File: config.mk
export PLATFORM = sky130hd
export DESIGN_NAME = three_channel_reload_timer
export DESIGN_NICKNAME = d
export VERILOG_FILES = /design/src/sv/trc_pkg.sv /design/src/sv/trc_channel.sv /design/src/sv/three_channel_reload_timer.sv
export VERILOG_INCLUDE_DIRS = /design/src /design/src/sv
export SDC_FILE = /design/constraint.sdc
export NUM_CORES = 1
export LEC_CHECK = 0
export ABC_AREA = 1
export BUFFER_PORTS_ARGS = -buffer_cell sky130_fd_sc_hd__buf_2
export CAP_MARGIN = 40
export CORE_MARGIN = 8
export CORE_UTILIZATION = 30
export DETAILED_ROUTE_END_ITERATION = 7
export PLACE_DENSITY_LB_ADDON = 0.2
export SETUP_SLACK_MARGIN = 0.5
export SLEW_MARGIN = 20
export SYNTH_ARGS = -nofsm -noshare
export SYNTH_HDL_FRONTEND = slang
export SYNTH_SLANG_ARGS = --single-unit
File: constraint.sdc
create_clock -name clock -period 2.7 [get_ports clock]
set_input_delay 0.135 -clock clock [delete_from_list [all_inputs] [get_ports clock]]
set_output_delay 0.135 -clock clock [all_outputs]
set_load 0.005 [all_outputs]
File: src/sv/three_channel_reload_timer_defines.svh
// Assertion macros for the timer RTL.
// No dependencies; included by three_channel_reload_timer.
`ifndef THREE_CHANNEL_RELOAD_TIMER_DEFINES_SVH
`define THREE_CHANNEL_RELOAD_TIMER_DEFINES_SVH

`define TRC_ASSERT(label, prop, msg) \
   label: assert property (@(posedge clock) disable iff (reset) (prop)) else $error(msg);

`define TRC_ASSERT_IMPL(label, ante, cons, msg) \
   label: assert property (@(posedge clock) disable iff (reset) (ante) |-> (cons)) \
      else $error(msg);

`define TRC_ASSERT_NEXT(label, ante, cons, msg) \
   label: assert property (@(posedge clock) disable iff (reset) (ante) |=> (cons)) \
      else $error(msg);

`endif

File: src/sv/trc_pkg.sv
// Shared types, constants and decode functions for the reload timer.
// No dependencies.
package trc_pkg;

   localparam int NUM_CHANNELS = 3;
   localparam int COUNT_WIDTH  = 32;
   localparam int CH_W   = (NUM_CHANNELS > 1) ? $clog2(NUM_CHANNELS) : 1;
   localparam int DATA_W = 32;
   localparam int SEL_W  = 4;
   localparam int CMD_W  = 2;
   localparam int FLAG_W = 3;
   localparam int CTRL_W = 16;
   localparam int ACC_W  = 10;
   localparam int PSC_W  = 3;

   localparam logic [PSC_W-1:0] PSC_MASK = 3'd7;
   localparam logic [PSC_W-1:0] PSC_MAX  = 3'd4;
   localparam int UNIE_BIT = 5;
   localparam int UNF_BIT  = 8;
   localparam int ICPF_BIT = 9;

   typedef enum logic [CMD_W-1:0] {
      CMD_TICK  = 2'd0,
      CMD_READ  = 2'd1,
      CMD_WRITE = 2'd2
   } cmd_type;

   typedef enum logic [2:0] {
      REG_NONE,
      REG_OUTCTL,
      REG_START,
      REG_RELOAD,
      REG_COUNT,
      REG_CONTROL
   } reg_kind_type;

   typedef struct packed {
      reg_kind_type    kind;
      logic [CH_W-1:0] ch;
   } reg_decode_type;

   typedef struct packed {
      logic tick;
      logic started;
      logic clear_psc;
      logic wr_reload;
      logic wr_count;
      logic wr_control;
   } chan_op_type;

   typedef struct packed {
      logic irq;
      logic unf;
   } chan_status_type;

   function automatic logic [ACC_W:0] step_limit(input logic [PSC_W-1:0] code);
      logic [ACC_W:0] lim;
      case (code)
         3'd0:    lim = 11'd4;
         3'd1:    lim = 11'd16;
         3'd2:    lim = 11'd64;
         3'd3:    lim = 11'd256;
         default: lim = 11'd1024;
      endcase
      return lim;
   endfunction

   function automatic reg_decode_type decode_select(input logic [SEL_W-1:0] sel);
      reg_decode_type d;
      d.kind = REG_NONE;
      d.ch   = '0;
      if (sel == SEL_W'(0)) begin
         d.kind = REG_OUTCTL;
      end else if (sel == SEL_W'(1)) begin
         d.kind = REG_START;
      end else begin
         for (int n = 0; n < NUM_CHANNELS; n++) begin
            if (int'(sel) == 2 + 3 * n) begin
               d.kind = REG_RELOAD;
               d.ch   = CH_W'(n);
            end
            if (int'(sel) == 3 + 3 * n) begin
               d.kind = REG_COUNT;
               d.ch   = CH_W'(n);
            end
            if (int'(sel) == 4 + 3 * n) begin
               d.kind = REG_CONTROL;
               d.ch   = CH_W'(n);
            end
         end
      end
      return d;
   endfunction

endpackage

File: src/sv/trc_channel.sv
// One timer channel: prescaler, down counter, reload and control registers.
// Depends on trc_pkg.
module trc_channel (
   input  logic                                 clock,
   input  logic                                 reset,
   input  trc_pkg::chan_op_type                 op,
   input  logic [trc_pkg::DATA_W-1:0]           write_data,
   output logic [trc_pkg::COUNT_WIDTH-1:0]      reload_value,
   output logic [trc_pkg::COUNT_WIDTH-1:0]      count_value,
   output logic [trc_pkg::CTRL_W-1:0]           control_word,
   output trc_pkg::chan_status_type             status
);

   logic [trc_pkg::COUNT_WIDTH-1:0] reload_ff, reload_in;
   logic [trc_pkg::COUNT_WIDTH-1:0] count_ff, count_in;
   logic [trc_pkg::CTRL_W-1:0]      control_ff, control_in;
   logic [trc_pkg::ACC_W-1:0]       accum_ff, accum_in;
   logic [trc_pkg::ACC_W:0]         acc_next;
   logic [trc_pkg::PSC_W-1:0]       code;
   logic [trc_pkg::CTRL_W-1:0]      ctrl_wr;
   logic                            active;
   logic                            irq;

   assign code     = control_ff[trc_pkg::PSC_W-1:0] & trc_pkg::PSC_MASK;
   assign active   = op.tick && op.started && (code <= trc_pkg::PSC_MAX);
   assign acc_next = {1'b0, accum_ff} + (trc_pkg::ACC_W + 1)'(1);

   always_comb begin
      ctrl_wr = write_data[trc_pkg::CTRL_W-1:0];
      ctrl_wr[trc_pkg::UNF_BIT]  = write_data[trc_pkg::UNF_BIT]
                                   & control_ff[trc_pkg::UNF_BIT];
      ctrl_wr[trc_pkg::ICPF_BIT] = write_data[trc_pkg::ICPF_BIT]
                                   & control_ff[trc_pkg::ICPF_BIT];
   end

   always_comb begin
      reload_in  = reload_ff;
      count_in   = count_ff;
      control_in = control_ff;
      accum_in   = accum_ff;
      irq        = 1'b0;
      if (active) begin
         if (acc_next < trc_pkg::step_limit(code)) begin
            accum_in = acc_next[trc_pkg::ACC_W-1:0];
         end else begin
            accum_in = '0;
            if (count_ff == '0) begin
               count_in = reload_ff;
               control_in[trc_pkg::UNF_BIT] = 1'b1;
               irq = control_ff[trc_pkg::UNIE_BIT];
            end else begin
               count_in = count_ff - trc_pkg::COUNT_WIDTH'(1);
            end
         end
      end
      if (op.wr_reload) begin
         reload_in = write_data[trc_pkg::COUNT_WIDTH-1:0];
      end
      if (op.wr_count) begin
         count_in = write_data[trc_pkg::COUNT_WIDTH-1:0];
      end
      if (op.wr_control) begin
         control_in = ctrl_wr;
         if (ctrl_wr[trc_pkg::PSC_W-1:0] != control_ff[trc_pkg::PSC_W-1:0]) begin
            accum_in = '0;
         end
      end
      if (op.clear_psc) begin
         accum_in = '0;
      end
   end

   always_ff @(posedge clock) begin
      if (reset) begin
         reload_ff  <= '0;
         count_ff   <= '0;
         control_ff <= '0;
         accum_ff   <= '0;
      end else begin
         reload_ff  <= reload_in;
         count_ff   <= count_in;
         control_ff <= control_in;
         accum_ff   <= accum_in;
      end
   end

   assign reload_value = reload_ff;
   assign count_value  = count_ff;
   assign control_word = control_ff;
   assign status.irq   = irq;
   assign status.unf   = control_in[trc_pkg::UNF_BIT];

endmodule

File: src/sv/three_channel_reload_timer.sv
// Top level of the three-channel auto-reload timer: input register, register
// decode, start bits, read mux and result register. Depends on trc_pkg,
// trc_channel and three_channel_reload_timer_defines.svh.
//
//   channel | dir | tdata                                 | tuser
//   req     | in  | write_data                            | command, register_select
//   rsp     | out | read_data, interrupt_raise, underflow | -
//
// One item per cycle sustained while results are taken: an accepted item is held in the
// input register, is applied to all channels in one pass, and its result is loaded into
// the result register.
// Synchronous reset clears all timer state and both stage valids.
// A stalled result holds the input register; req_tready then drops.
`include "three_channel_reload_timer_defines.svh"

module three_channel_reload_timer (
   input  logic        clock,
   input  logic        reset,
   input  logic        req_tvalid,
   output logic        req_tready,
   input  logic [31:0] req_tdata,   // [31:0] write_data
   input  logic [5:0]  req_tuser,   // [1:0] command, [5:2] register_select
   output logic        rsp_tvalid,
   input  logic        rsp_tready,
   output logic [39:0] rsp_tdata    // [31:0] read_data, [34:32] interrupt_raise,
                                    // [37:35] underflow_flags, [39:38] zero
);

   logic                          in_valid_ff;
   trc_pkg::cmd_type              cmd_ff;
   logic [trc_pkg::SEL_W-1:0]     sel_ff;
   logic [trc_pkg::DATA_W-1:0]    data_ff;
   logic                          out_valid_ff;
   logic [trc_pkg::DATA_W-1:0]    rd_ff, rd_in;
   logic [trc_pkg::FLAG_W-1:0]    irq_ff, irq_in;
   logic [trc_pkg::FLAG_W-1:0]    unf_ff, unf_in;
   logic [trc_pkg::NUM_CHANNELS-1:0] start_ff, start_in, start_chg;
   logic                          advance;
   logic                          do_tick;
   logic                          do_read;
   logic                          do_write;
   trc_pkg::reg_decode_type       dec;

   logic [trc_pkg::COUNT_WIDTH-1:0] reload_val  [trc_pkg::NUM_CHANNELS];
   logic [trc_pkg::COUNT_WIDTH-1:0] count_val   [trc_pkg::NUM_CHANNELS];
   logic [trc_pkg::CTRL_W-1:0]      control_val [trc_pkg::NUM_CHANNELS];
   trc_pkg::chan_op_type            ops         [trc_pkg::NUM_CHANNELS];
   trc_pkg::chan_status_type        stats       [trc_pkg::NUM_CHANNELS];

   assign advance    = in_valid_ff && (!out_valid_ff || rsp_tready);
   assign req_tready = !in_valid_ff || advance;
   assign dec        = trc_pkg::decode_select(sel_ff);
   assign do_tick    = advance && (cmd_ff == trc_pkg::CMD_TICK);
   assign do_read    = advance && (cmd_ff == trc_pkg::CMD_READ);
   assign do_write   = advance && (cmd_ff == trc_pkg::CMD_WRITE);
   assign start_chg  = data_ff[trc_pkg::NUM_CHANNELS-1:0] ^ start_ff;

   always_comb begin
      start_in = start_ff;
      if (do_write && dec.kind == trc_pkg::REG_START) begin
         start_in = data_ff[trc_pkg::NUM_CHANNELS-1:0];
      end
   end

   for (genvar n = 0; n < trc_pkg::NUM_CHANNELS; n++) begin : g_chan
      always_comb begin
         ops[n].tick       = do_tick;
         ops[n].started    = start_ff[n];
         ops[n].clear_psc  = do_write && (dec.kind == trc_pkg::REG_START) && start_chg[n];
         ops[n].wr_reload  = do_write && (dec.kind == trc_pkg::REG_RELOAD)
                             && (dec.ch == trc_pkg::CH_W'(n));
         ops[n].wr_count   = do_write && (dec.kind == trc_pkg::REG_COUNT)
                             && (dec.ch == trc_pkg::CH_W'(n));
         ops[n].wr_control = do_write && (dec.kind == trc_pkg::REG_CONTROL)
                             && (dec.ch == trc_pkg::CH_W'(n));
      end

      trc_channel u_channel (
         .clock        (clock),
         .reset        (reset),
         .op           (ops[n]),
         .write_data   (data_ff),
         .reload_value (reload_val[n]),
         .count_value  (count_val[n]),
         .control_word (control_val[n]),
         .status       (stats[n])
      );
   end

   for (genvar i = 0; i < trc_pkg::FLAG_W; i++) begin : g_flag
      if (i < trc_pkg::NUM_CHANNELS) begin : g_used
         assign irq_in[i] = stats[i].irq;
         assign unf_in[i] = stats[i].unf;
      end else begin : g_unused
         assign irq_in[i] = 1'b0;
         assign unf_in[i] = 1'b0;
      end
   end

   always_comb begin
      rd_in = '0;
      if (do_read) begin
         unique case (dec.kind)
            trc_pkg::REG_OUTCTL:  rd_in = trc_pkg::DATA_W'(1);
            trc_pkg::REG_START:   rd_in = trc_pkg::DATA_W'(start_ff);
            trc_pkg::REG_RELOAD:  rd_in = trc_pkg::DATA_W'(reload_val[dec.ch]);
            trc_pkg::REG_COUNT:   rd_in = trc_pkg::DATA_W'(count_val[dec.ch]);
            trc_pkg::REG_CONTROL: rd_in = trc_pkg::DATA_W'(control_val[dec.ch]);
            default:              rd_in = '0;
         endcase
      end
   end

   always_ff @(posedge clock) begin
      if (reset) begin
         in_valid_ff  <= 1'b0;
         out_valid_ff <= 1'b0;
         start_ff     <= '0;
      end else begin
         start_ff <= start_in;
         if (req_tvalid && req_tready) begin
            in_valid_ff <= 1'b1;
         end else if (advance) begin
            in_valid_ff <= 1'b0;
         end
         if (advance) begin
            out_valid_ff <= 1'b1;
         end else if (rsp_tready) begin
            out_valid_ff <= 1'b0;
         end
      end
   end

   always_ff @(posedge clock) begin
      if (req_tvalid && req_tready) begin
         cmd_ff  <= trc_pkg::cmd_type'(req_tuser[1:0]);
         sel_ff  <= req_tuser[5:2];
         data_ff <= req_tdata;
      end
      if (advance) begin
         rd_ff  <= rd_in;
         irq_ff <= (do_tick) ? irq_in : '0;
         unf_ff <= unf_in;
      end
   end

   assign rsp_tvalid = out_valid_ff;
   assign rsp_tdata  = {2'b00, unf_ff, irq_ff, rd_ff};

   `TRC_ASSERT_NEXT(a_hold_item, in_valid_ff && !advance, in_valid_ff, "pending item lost")
   `TRC_ASSERT_NEXT(a_result_loaded, advance, out_valid_ff, "processed item gave no result")
   `TRC_ASSERT_IMPL(a_irq_has_flag, out_valid_ff, (irq_ff & ~unf_ff) == '0,
                    "interrupt without underflow flag")
   `TRC_ASSERT(a_read_quiet, !(out_valid_ff && irq_ff != '0 && rd_ff != '0),
               "tick result carries read data")

endmodule

==> metrics.txt, run 1 <==
# TYPE chip_impl_metric gauge
chip_impl_metric{name="required",unit="ns"} 3.16
chip_impl_metric{name="final_period_minus_worst_setup_slack",unit="ns"} 2.69
chip_impl_info{name="cts_tree",value="built"} 1
chip_impl_info{name="status",value="complete, no violations"} 1
chip_impl_metric{name="via_count_of_the_first_global_routing_pass",unit=""} 21000
chip_impl_metric{name="boundaryPins",unit=""} 84
chip_impl_info{name="crit_path_cell_trace",value="ha_4 > nand3_4 > nor2_4 > nand3_4 > nor2_4 > xnor2_2 > inv_2 > ha_4 > nand3_2 > nand2_2 > inv_2 > nor2_2 > nor2_2 > nand3_2 > nand2_4 > nand2_8 > buf_12 > buf_12 > nand2_2 > nand2_1 > nor2_1"} 1
chip_impl_info{name="synth_ff_type",value="dfxtp_1"} 1
chip_impl_metric{name="first_pass_iters",unit=""} 8
chip_impl_metric{name="drt-wirelength-per-cell",unit="um"} 22.2
chip_impl_metric{name="fill_cells",unit=""} 7056
chip_impl_metric{name="syn_inst",unit=""} 3171
chip_impl_info{name="cpLargestDelayFamily",value="simple AND/OR/NAND/NOR gates"} 1
chip_impl_metric{name="timing.slew.headroom",unit="%"} 40.5
chip_impl_metric{name="critical_path.max_stage_delay",unit="ns"} 0.34
chip_impl_metric{name="clk_pin_slew_worst_paths",unit="ns"} 0.06
chip_impl_metric{name="tritoncts.num_buffers",unit=""} 45
chip_impl_metric{name="cap_violations",unit=""} 0
chip_impl_metric{name="remaining_drc_errors",unit=""} 0
chip_impl_metric{name="largest_net_degree_at_the_start_of_global_routing",unit=""} 105
chip_impl_metric{name="synth_edf_count",unit=""} 76
chip_impl_info{name="synth_top_cells_by_area",value="dfxtp_1 (27%), nand2_1 (13%), edfxtp_1 (11%), o21ai_0 (8.8%), nor2_1 (8.6%)"} 1
chip_impl_metric{name="layout.nets",unit=""} 3475
chip_impl_metric{name="setup-tns-final",unit="ns"} 0
chip_impl_metric{name="initialDrtViolationCount",unit=""} 2321
chip_impl_metric{name="p_per_area",unit="mW/mm^2"} 462
chip_impl_info{name="critical_path_class",value="reg -> reg"} 1
chip_impl_metric{name="timing.final.ws_setup",unit="ns"} 0.0117
chip_impl_info{name="cell_type_of_the_slowest_stage_on_the_worst_timing_path",value="dfxtp_2"} 1
chip_impl_metric{name="yosys_warning_count",unit=""} 0
chip_impl_metric{name="critical_path.max_fanout",unit=""} 5
chip_impl_metric{name="clock-sinks",unit=""} 351
chip_impl_metric{name="grt_use_total",unit="%"} 22.4
chip_impl_metric{name="number_of_buffers_and_inverters_on_the_critical_path",unit=""} 4
chip_impl_metric{name="finalCoreUtilization",unit="%"} 41.4
chip_impl_metric{name="fraction_of_registers_with_async_set_reset",unit="%"} 0
chip_impl_metric{name="synthDistinctLibCells",unit=""} 47
chip_impl_metric{name="grt_overflow_total",unit=""} 0
chip_impl_info{name="timing.critical_path.from_type",value="flop"} 1
chip_impl_metric{name="ir_worst_vdd",unit="V"} 0.000409
chip_impl_metric{name="share_of_layout_cells_above_drive_strength_1",unit="%"} 22.0
chip_impl_info{name="worst_setup_path_end_kind",value="flop"} 1
chip_impl_metric{name="route.final.wire_length",unit="um"} 96000
chip_impl_info{name="yosys.area.top_type",value="dfxtp_1"} 1
chip_impl_metric{name="grt_first_pass_wirelength",unit="um"} 134000
chip_impl_info{name="unrepaired_setup_endpoints_after_global_routing",value="true"} 1
chip_impl_info{name="holdCritPathClass",value="in -> reg"} 1
chip_impl_metric{name="report.final.setup_viol",unit=""} 0
chip_impl_metric{name="core.rowCount",unit=""} 96
chip_impl_metric{name="dp_cells",unit=""} 4094
chip_impl_metric{name="chipWidth",unit="um"} 278
chip_impl_metric{name="grt_antenna_before_repair",unit=""} 1
chip_impl_metric{name="numPortBuffers",unit=""} 81
chip_impl_metric{name="timing.final.hold_violations",unit=""} 0
chip_impl_metric{name="final.setup_skew",unit="ns"} 0.0268
chip_impl_metric{name="flip_flop_and_latch_count_after_synthesis",unit=""} 351
chip_impl_metric{name="finalPower",unit="mW"} 13.1
chip_impl_metric{name="synth_area",unit="sq mm"} 0.0206
chip_impl_metric{name="p_leak",unit="nW"} 11.8
chip_impl_metric{name="post-synth-top-area-fraction",unit="%"} 26.7
chip_impl_metric{name="worst-slew-pin-transition",unit="ns"} 0.892
chip_impl_metric{name="fp.coreArea",unit="sq mm"} 0.0683
chip_impl_metric{name="achievable-frequency",unit="GHz"} 0.372
chip_impl_metric{name="synthToLayoutAreaGrowth",unit="%"} 37.0
chip_impl_metric{name="synth.avg_cell_area",unit="sq um"} 6.51
chip_impl_metric{name="worstSkewPairLatency",unit="ns"} 0.59
chip_impl_metric{name="synth-seq-area-share",unit="%"} 37.7
chip_impl_metric{name="chipHeight",unit="um"} 278
chip_impl_metric{name="floorplan.die_area",unit="sq mm"} 0.0775
chip_impl_metric{name="route.detailed.vias_per_inst",unit=""} 5.27
chip_impl_metric{name="drt.antenna.violating_nets",unit=""} 0
chip_impl_metric{name="dp_slack",unit="ns"} 0.0251
chip_impl_metric{name="finish.cell_count_without_fillers",unit=""} 4331
chip_impl_metric{name="dpl.hpwl",unit="um"} 64200
chip_impl_metric{name="route.vias.total",unit=""} 22800
chip_impl_metric{name="cts_max_path_buffers",unit=""} 3
chip_impl_info{name="cts-root-buf",value="clkbuf_16"} 1
chip_impl_metric{name="final_slew_viol_count",unit=""} 0
chip_impl_metric{name="final.period_utilization",unit="%"} 99.6
chip_impl_metric{name="gp_congestion",unit=""} 0.979
chip_impl_metric{name="arrival",unit="ns"} 3.15
chip_impl_metric{name="initial_utilization",unit="%"} 30.2
chip_impl_metric{name="cts_max_level",unit=""} 2
-- routing by layer --
layer	GRT usage (%)	share of wire [%]	up-vias
met5	0	0	-
met4	7.83	5.2	0
met3	3.30	7.8	232
met2	36.0	45	951
met1	30.3	42	10800
li1	-	-	10900
-- kinds of logic (layout without fill, tap and decap cells) --
logic type | Yosys count | in the layout | synth area share, %
adder cells (fa/ha/maj) | 21 | 21 | 1.27
AO/OA/AOI/OAI | 743 | 743 | 19.0
flip-flops | 351 | 351 | 37.7
XOR/XNOR | 53 | 53 | 2.25
other | 1 | 3 | 0.0182
AND/OR/NAND/NOR | 1487 | 1488 | 29.8
buffers and inverters | 514 | 789 | 9.85
multiplexers | 1 | 1 | 0.0485
-- registers in the layout (all words and copies together), names as in the netlist, 2 cells and up --
| register | flops |
|---|---|
| g_chan.u_channel.count_value | 96 |
| unf_ff | 3 |
| cmd_ff | 2 |
| rd_ff | 32 |
| irq_ff | 3 |
| g_chan.u_channel.accum_ff | 30 |
| g_chan.u_channel.reload_value | 96 |
| data_ff | 32 |
| start_ff | 3 |
| g_chan.u_channel.control_word | 48 |
| sel_ff | 4 |
-- synth_stat cells, types with 3 or more instances --
master    count
nand2_1     693
nor2_1      471
o21ai_0     363
inv_1       345
dfxtp_1     275
a21oi_1     271
nand3_1     227
clkbuf_1     95
edfxtp_1     76
buf_2        41
xor2_1       40
o211ai_1     35
o22ai_1      31
nand4_1      25
a31oi_1      22
ha_1         21
nor3_1       20
nand2_2      13
xnor2_1      13
buf_1        12
nor2_2       12
inv_2         7
or2_2         7
a21boi_0      6
buf_4         6
buf_6         4
o221ai_1      4
clkinv_1      3
nand2_4       3
nand3_2       3
nor3b_1       3
o21ai_1       3
-- what timing repair did --
| item | 4_1_cts | 5_1_grt |
|---|---|---|
| hold buffers | 42 | 0 |
| setup buffers | 29 | 46 |
| pin swaps | 61 | 134 |
| gates resized for setup | 168 | 391 |
| endpoints found under the hold margin | 42 | 0 |
| endpoints found under the setup margin | 206 | 275 |
| gates cloned | 17 | 19 |
-- power by group --
part | switching, mW | leakage (nW) | internal (mW)
registers | 0.104 | 2.97 | 5.42
logic | 0.792 | 8.03 | 0.459
clock network | 2.56 | 0.748 | 3.73
-- cell type report --
| cell class | count | area [sq um] | share of cell area [%] |
|---|---|---|---|
| antenna | 1 | 2.50 | 0.00884 |
| clock buffer | 55 | 1230 | 4.33 |
| clock inverter | 28 | 304 | 1.07 |
| inverter | 356 | 1380 | 4.88 |
| multi-input combinational | 2308 | 12700 | 45.0 |
| sequential | 351 | 7800 | 27.6 |
| tap | 882 | 1100 | 3.90 |
| timing repair buffer | 346 | 3700 | 13.1 |
| timing repair inverter | 4 | 51.3 | 0.181 |
-- placed cells by master (no fill, tap or decap), drive strengths merged, types with 2 or more instances in the layout --
master         n
nand2        710
nor2         485
o21ai        366
inv          355
buf          290
dfxtp        275
a21oi        271
nand3        230
edfxtp        76
clkbuf        69
dlygate4sd3   42
xor2          40
o211ai        35
o22ai         31
nand4         28
a31oi         22
clkinv        22
ha            21
nor3          20
xnor2         13
or2            7
clkinvlp       6
a21boi         6
bufinv         5
o221ai         4
nor3b          3
and2           2
nand3b         2
conb           2
a211oi         2
o2111ai        2
-- final timing paths --
path	startpoint	cells after the start	slack [ns]	endpoint
worst max-delay path	g_chan[2].u_channel.accum_ff[0]	21	0.01	g_chan[2].u_channel.count_value[22]
worst min-delay path	req_tdata[0]	2	0.25	data_ff[0]
worst max register to register	g_chan[2].u_channel.accum_ff[0]	21	0.01	g_chan[2].u_channel.count_value[22]
worst min register to register	g_chan[0].u_channel.control_word[9]	2	0.45	g_chan[0].u_channel.control_word[9]
-- worst register-to-register path, stage by stage (launching register included) --
cell	delay [ns]
dfxtp_2	0.34
ha_4	0.15
nand3_4	0.07
nor2_4	0.15
nand3_4	0.09
nor2_4	0.14
xnor2_2	0.12
inv_2	0.06
ha_4	0.27
nand3_2	0.07
nand2_2	0.08
inv_2	0.04
nor2_2	0.11
nor2_2	0.05
nand3_2	0.09
nand2_4	0.09
nand2_8	0.14
buf_12	0.17
buf_12	0.15
nand2_2	0.07
nand2_1	0.06
nor2_1	0.04
-- stage by stage --
stage               cell area [sq um]  hold slack [ns]
global placement                22800            0.312
floorplan                       20800            0.234
finish                          28300            0.250
global route                    28300            0.232
detailed placement              22800            0.313
CTS                             26100            0.223
No activity file was read; power rests on OpenSTA's default activity.
==> run 2, diff against run 1 <==
--- a/config.mk
+++ b/config.mk
@@ -11,6 +11,7 @@
 export CAP_MARGIN = 40
 export CORE_MARGIN = 8
 export CORE_UTILIZATION = 30
+export CTS_BUF_LIST = sky130_fd_sc_hd__clkbuf_16
 export DETAILED_ROUTE_END_ITERATION = 7
 export PLACE_DENSITY_LB_ADDON = 0.2
 export SETUP_SLACK_MARGIN = 0.5
==> run 2 against run 1 <==
Compared with the run above:
- non-clock buffer count shrank 21
- final area shrank 2.1%
- first-iteration DRC count shrank 12%
- critical path depth is the same
- maximum frequency grew 0.40%
- count of clock-buffer cells in the layout shrank 8
- critical endpoint unchanged
- register-to-register slack is essentially flat
- largest cell class unchanged
- cell count shrank 0.48%
==> metrics.txt, run 2 (same netlist as run 1, synthesis figures left out) <==
# TYPE chip_impl_metric gauge
chip_impl_info{name="status",value="complete, no violations"} 1
chip_impl_metric{name="final.period_utilization",unit="%"} 99.2
chip_impl_info{name="crit_path_cell_trace",value="ha_4 > nand3_4 > nor2_4 > nand3_4 > nor2_4 > xnor2_2 > inv_2 > ha_4 > nand3_2 > nand2_2 > inv_2 > nor2_2 > nor2_2 > nand3_2 > nand2_4 > nand2_8 > buf_12 > buf_12 > nand2_2 > nand2_1 > nor2_1"} 1
chip_impl_metric{name="first_pass_iters",unit=""} 6
chip_impl_metric{name="floorplan.die_area",unit="sq mm"} 0.0775
chip_impl_metric{name="finalCoreUtilization",unit="%"} 40.5
chip_impl_info{name="timing.critical_path.from_type",value="flop"} 1
chip_impl_metric{name="timing.final.hold_violations",unit=""} 0
chip_impl_metric{name="timing.final.ws_setup",unit="ns"} 0.0224
chip_impl_metric{name="clk_pin_slew_worst_paths",unit="ns"} 0.06
chip_impl_info{name="unrepaired_setup_endpoints_after_global_routing",value="true"} 1
chip_impl_metric{name="final.setup_skew",unit="ns"} 0.0220
chip_impl_metric{name="dp_cells",unit=""} 4094
chip_impl_info{name="cts-root-buf",value="clkbuf_16"} 1
chip_impl_metric{name="chipHeight",unit="um"} 278
chip_impl_metric{name="cts_max_path_buffers",unit=""} 3
chip_impl_info{name="timing.rr.start",value="g_chan[2].u_channel.accum_ff[0]"} 1
chip_impl_metric{name="chipWidth",unit="um"} 278
chip_impl_metric{name="p_per_area",unit="mW/mm^2"} 466
chip_impl_metric{name="grt_first_pass_wirelength",unit="um"} 134000
chip_impl_metric{name="reg2reg_setup_slack",unit="ns"} 0.02
chip_impl_metric{name="numPortBuffers",unit=""} 81
chip_impl_metric{name="timing.slew.headroom",unit="%"} 41.4
chip_impl_metric{name="grt_overflow_total",unit=""} 0
chip_impl_metric{name="arrival",unit="ns"} 3.14
chip_impl_info{name="hold_start",value="req_tdata[12]"} 1
chip_impl_metric{name="critical_path.max_stage_delay",unit="ns"} 0.34
chip_impl_metric{name="core.rowCount",unit=""} 96
chip_impl_metric{name="required",unit="ns"} 3.17
chip_impl_info{name="layout.cells.most_common_list",value="nand2_1 (615), nor2_1 (422), inv_1 (337)"} 1
chip_impl_metric{name="finish.cell_count_without_fillers",unit=""} 4310
chip_impl_info{name="worst_setup_path_end_kind",value="flop"} 1
chip_impl_metric{name="final_period_minus_worst_setup_slack",unit="ns"} 2.68
chip_impl_info{name="cts_tree",value="built"} 1
chip_impl_metric{name="finalPower",unit="mW"} 12.9
chip_impl_metric{name="grt_antenna_before_repair",unit=""} 2
chip_impl_metric{name="dpl.hpwl",unit="um"} 64200
chip_impl_metric{name="largest_net_degree_at_the_start_of_global_routing",unit=""} 105
chip_impl_info{name="timing.rr.end",value="g_chan[2].u_channel.count_value[22]"} 1
chip_impl_metric{name="worst-slew-pin-transition",unit="ns"} 0.879
chip_impl_metric{name="fp.coreArea",unit="sq mm"} 0.0683
chip_impl_metric{name="grt_use_total",unit="%"} 22.4
chip_impl_metric{name="dp_slack",unit="ns"} 0.0251
chip_impl_metric{name="route.vias.total",unit=""} 22600
chip_impl_info{name="holdCritPathClass",value="in -> reg"} 1
chip_impl_info{name="critical_path_class",value="reg -> reg"} 1
chip_impl_metric{name="boundaryPins",unit=""} 84
chip_impl_info{name="min_delay_worst_endpoint",value="data_ff[12]"} 1
chip_impl_metric{name="remaining_drc_errors",unit=""} 0
chip_impl_metric{name="cts_max_level",unit=""} 2
chip_impl_metric{name="gp_congestion",unit=""} 0.979
chip_impl_metric{name="clock-sinks",unit=""} 351
chip_impl_metric{name="route.detailed.vias_per_inst",unit=""} 5.24
chip_impl_metric{name="layout.nets",unit=""} 3454
chip_impl_info{name="cell_type_of_the_slowest_stage_on_the_worst_timing_path",value="dfxtp_2"} 1
chip_impl_metric{name="worstSkewPairLatency",unit="ns"} 0.59
chip_impl_metric{name="share_of_layout_cells_above_drive_strength_1",unit="%"} 20.4
chip_impl_info{name="layout.cells.most_common",value="nand2_1"} 1
chip_impl_metric{name="tritoncts.num_buffers",unit=""} 45
chip_impl_metric{name="rr_worst_depth",unit=""} 21
chip_impl_metric{name="via_count_of_the_first_global_routing_pass",unit=""} 20900
chip_impl_metric{name="initialDrtViolationCount",unit=""} 2033
chip_impl_metric{name="final_slew_viol_count",unit=""} 0
chip_impl_metric{name="p_leak",unit="nW"} 11.5
chip_impl_metric{name="hold-path-cell-count",unit=""} 2
chip_impl_metric{name="route.final.wire_length",unit="um"} 94600
chip_impl_metric{name="drt.antenna.violating_nets",unit=""} 0
chip_impl_metric{name="ir_worst_vdd",unit="V"} 0.000407
chip_impl_metric{name="initial_utilization",unit="%"} 30.2
chip_impl_metric{name="drt-wirelength-per-cell",unit="um"} 22.0
chip_impl_metric{name="report.final.setup_viol",unit=""} 0
chip_impl_metric{name="achievable-frequency",unit="GHz"} 0.373
chip_impl_metric{name="synthToLayoutAreaGrowth",unit="%"} 34.2
chip_impl_metric{name="critical_path.max_fanout",unit=""} 5
chip_impl_metric{name="cap_violations",unit=""} 0
==> run 2: changes by cell type in the layout (fill, tap and decap cells not counted), sizes merged <==
cell,previous run,this run
bufbuf,0,2
clkinv,22,24
buf,290,269
clkbuf,69,59
inv,355,361
==> run 2: layer usage <==
metal / global-route usage (%) / vias to the layer above / wire [um]
met2: 35.7 / 932 / 42400
met5: 0 / - / 0
met4: 8.34 / 0 / 4510
li1: - / 10900 / -
met3: 3.45 / 226 / 7300
met1: 30.3 / 10600 / 40400
==> run 2: through the flow <==
| stage | setup TNS (ns) | instance area [sq um] | hold slack (ns) |
|---|---|---|---|
| 6_report | 0 | 27700 | 0.251 |
| 5_1_grt | -5.89 | 27700 | 0.230 |
| 4_1_cts | 0 | 26000 | 0.223 |
| 3_5_place_dp | 0 | 22800 | 0.313 |
| 3_3_place_gp | 0 | 22800 | 0.312 |
| 2_1_floorplan | 0 | 20800 | 0.234 |
==> run 2: worst max path at each step <==
stage | from | endpoint
6_report | g_chan[2].u_channel.accum_ff[0] | g_chan[2].u_channel.count_value[22]
4_1_cts | g_chan[2].u_channel.accum_ff[1] | g_chan[2].u_channel.count_value[19]
3_3_place_gp | g_chan[1].u_channel.accum_ff[1] | g_chan[1].u_channel.count_value[29]
5_1_grt | g_chan[1].u_channel.accum_ff[1] | g_chan[1].u_channel.count_value[24]
3_5_place_dp | g_chan[1].u_channel.accum_ff[1] | g_chan[1].u_channel.accum_ff[0]
2_1_floorplan | g_chan[1].u_channel.accum_ff[0] | g_chan[1].u_channel.count_value[23]
==> run 2: what timing repair did <==
action | CTS | global route
resized for setup | 165 | 303
hold endpoints to repair | 42 | 0
pin swaps | 61 | 112
setup buffers | 28 | 30
endpoints found under the setup margin | 205 | 271
gates cloned | 17 | 15
hold buffers | 42 | 0
==> run 2: area by class of cell <==
class	count	area (sq um)
tap	882	1100
timing repair buffer	325	3400
clock inverter	36	334
timing repair inverter	4	51.3
sequential	351	7800
fill	7113	40600
clock buffer	47	1180
antenna	1	2.50
inverter	356	1370
multi-input combinational	2308	12500
==> run 2: worst max-delay path: cells and delay by family (launching register included) <==
family        cells  cell delay (ns)
buf+inv           4             0.41
flops             1             0.34
simple gates     14             1.23
fa+ha+maj         2             0.42
xor+xnor          1             0.12
==> run 2: where the power goes <==
group / internal [mW] / leakage, nW / switching (mW)
combinational: 0.411 / 7.80 / 0.752
sequential: 5.42 / 2.97 / 0.101
clock: 3.65 / 0.761 / 2.57
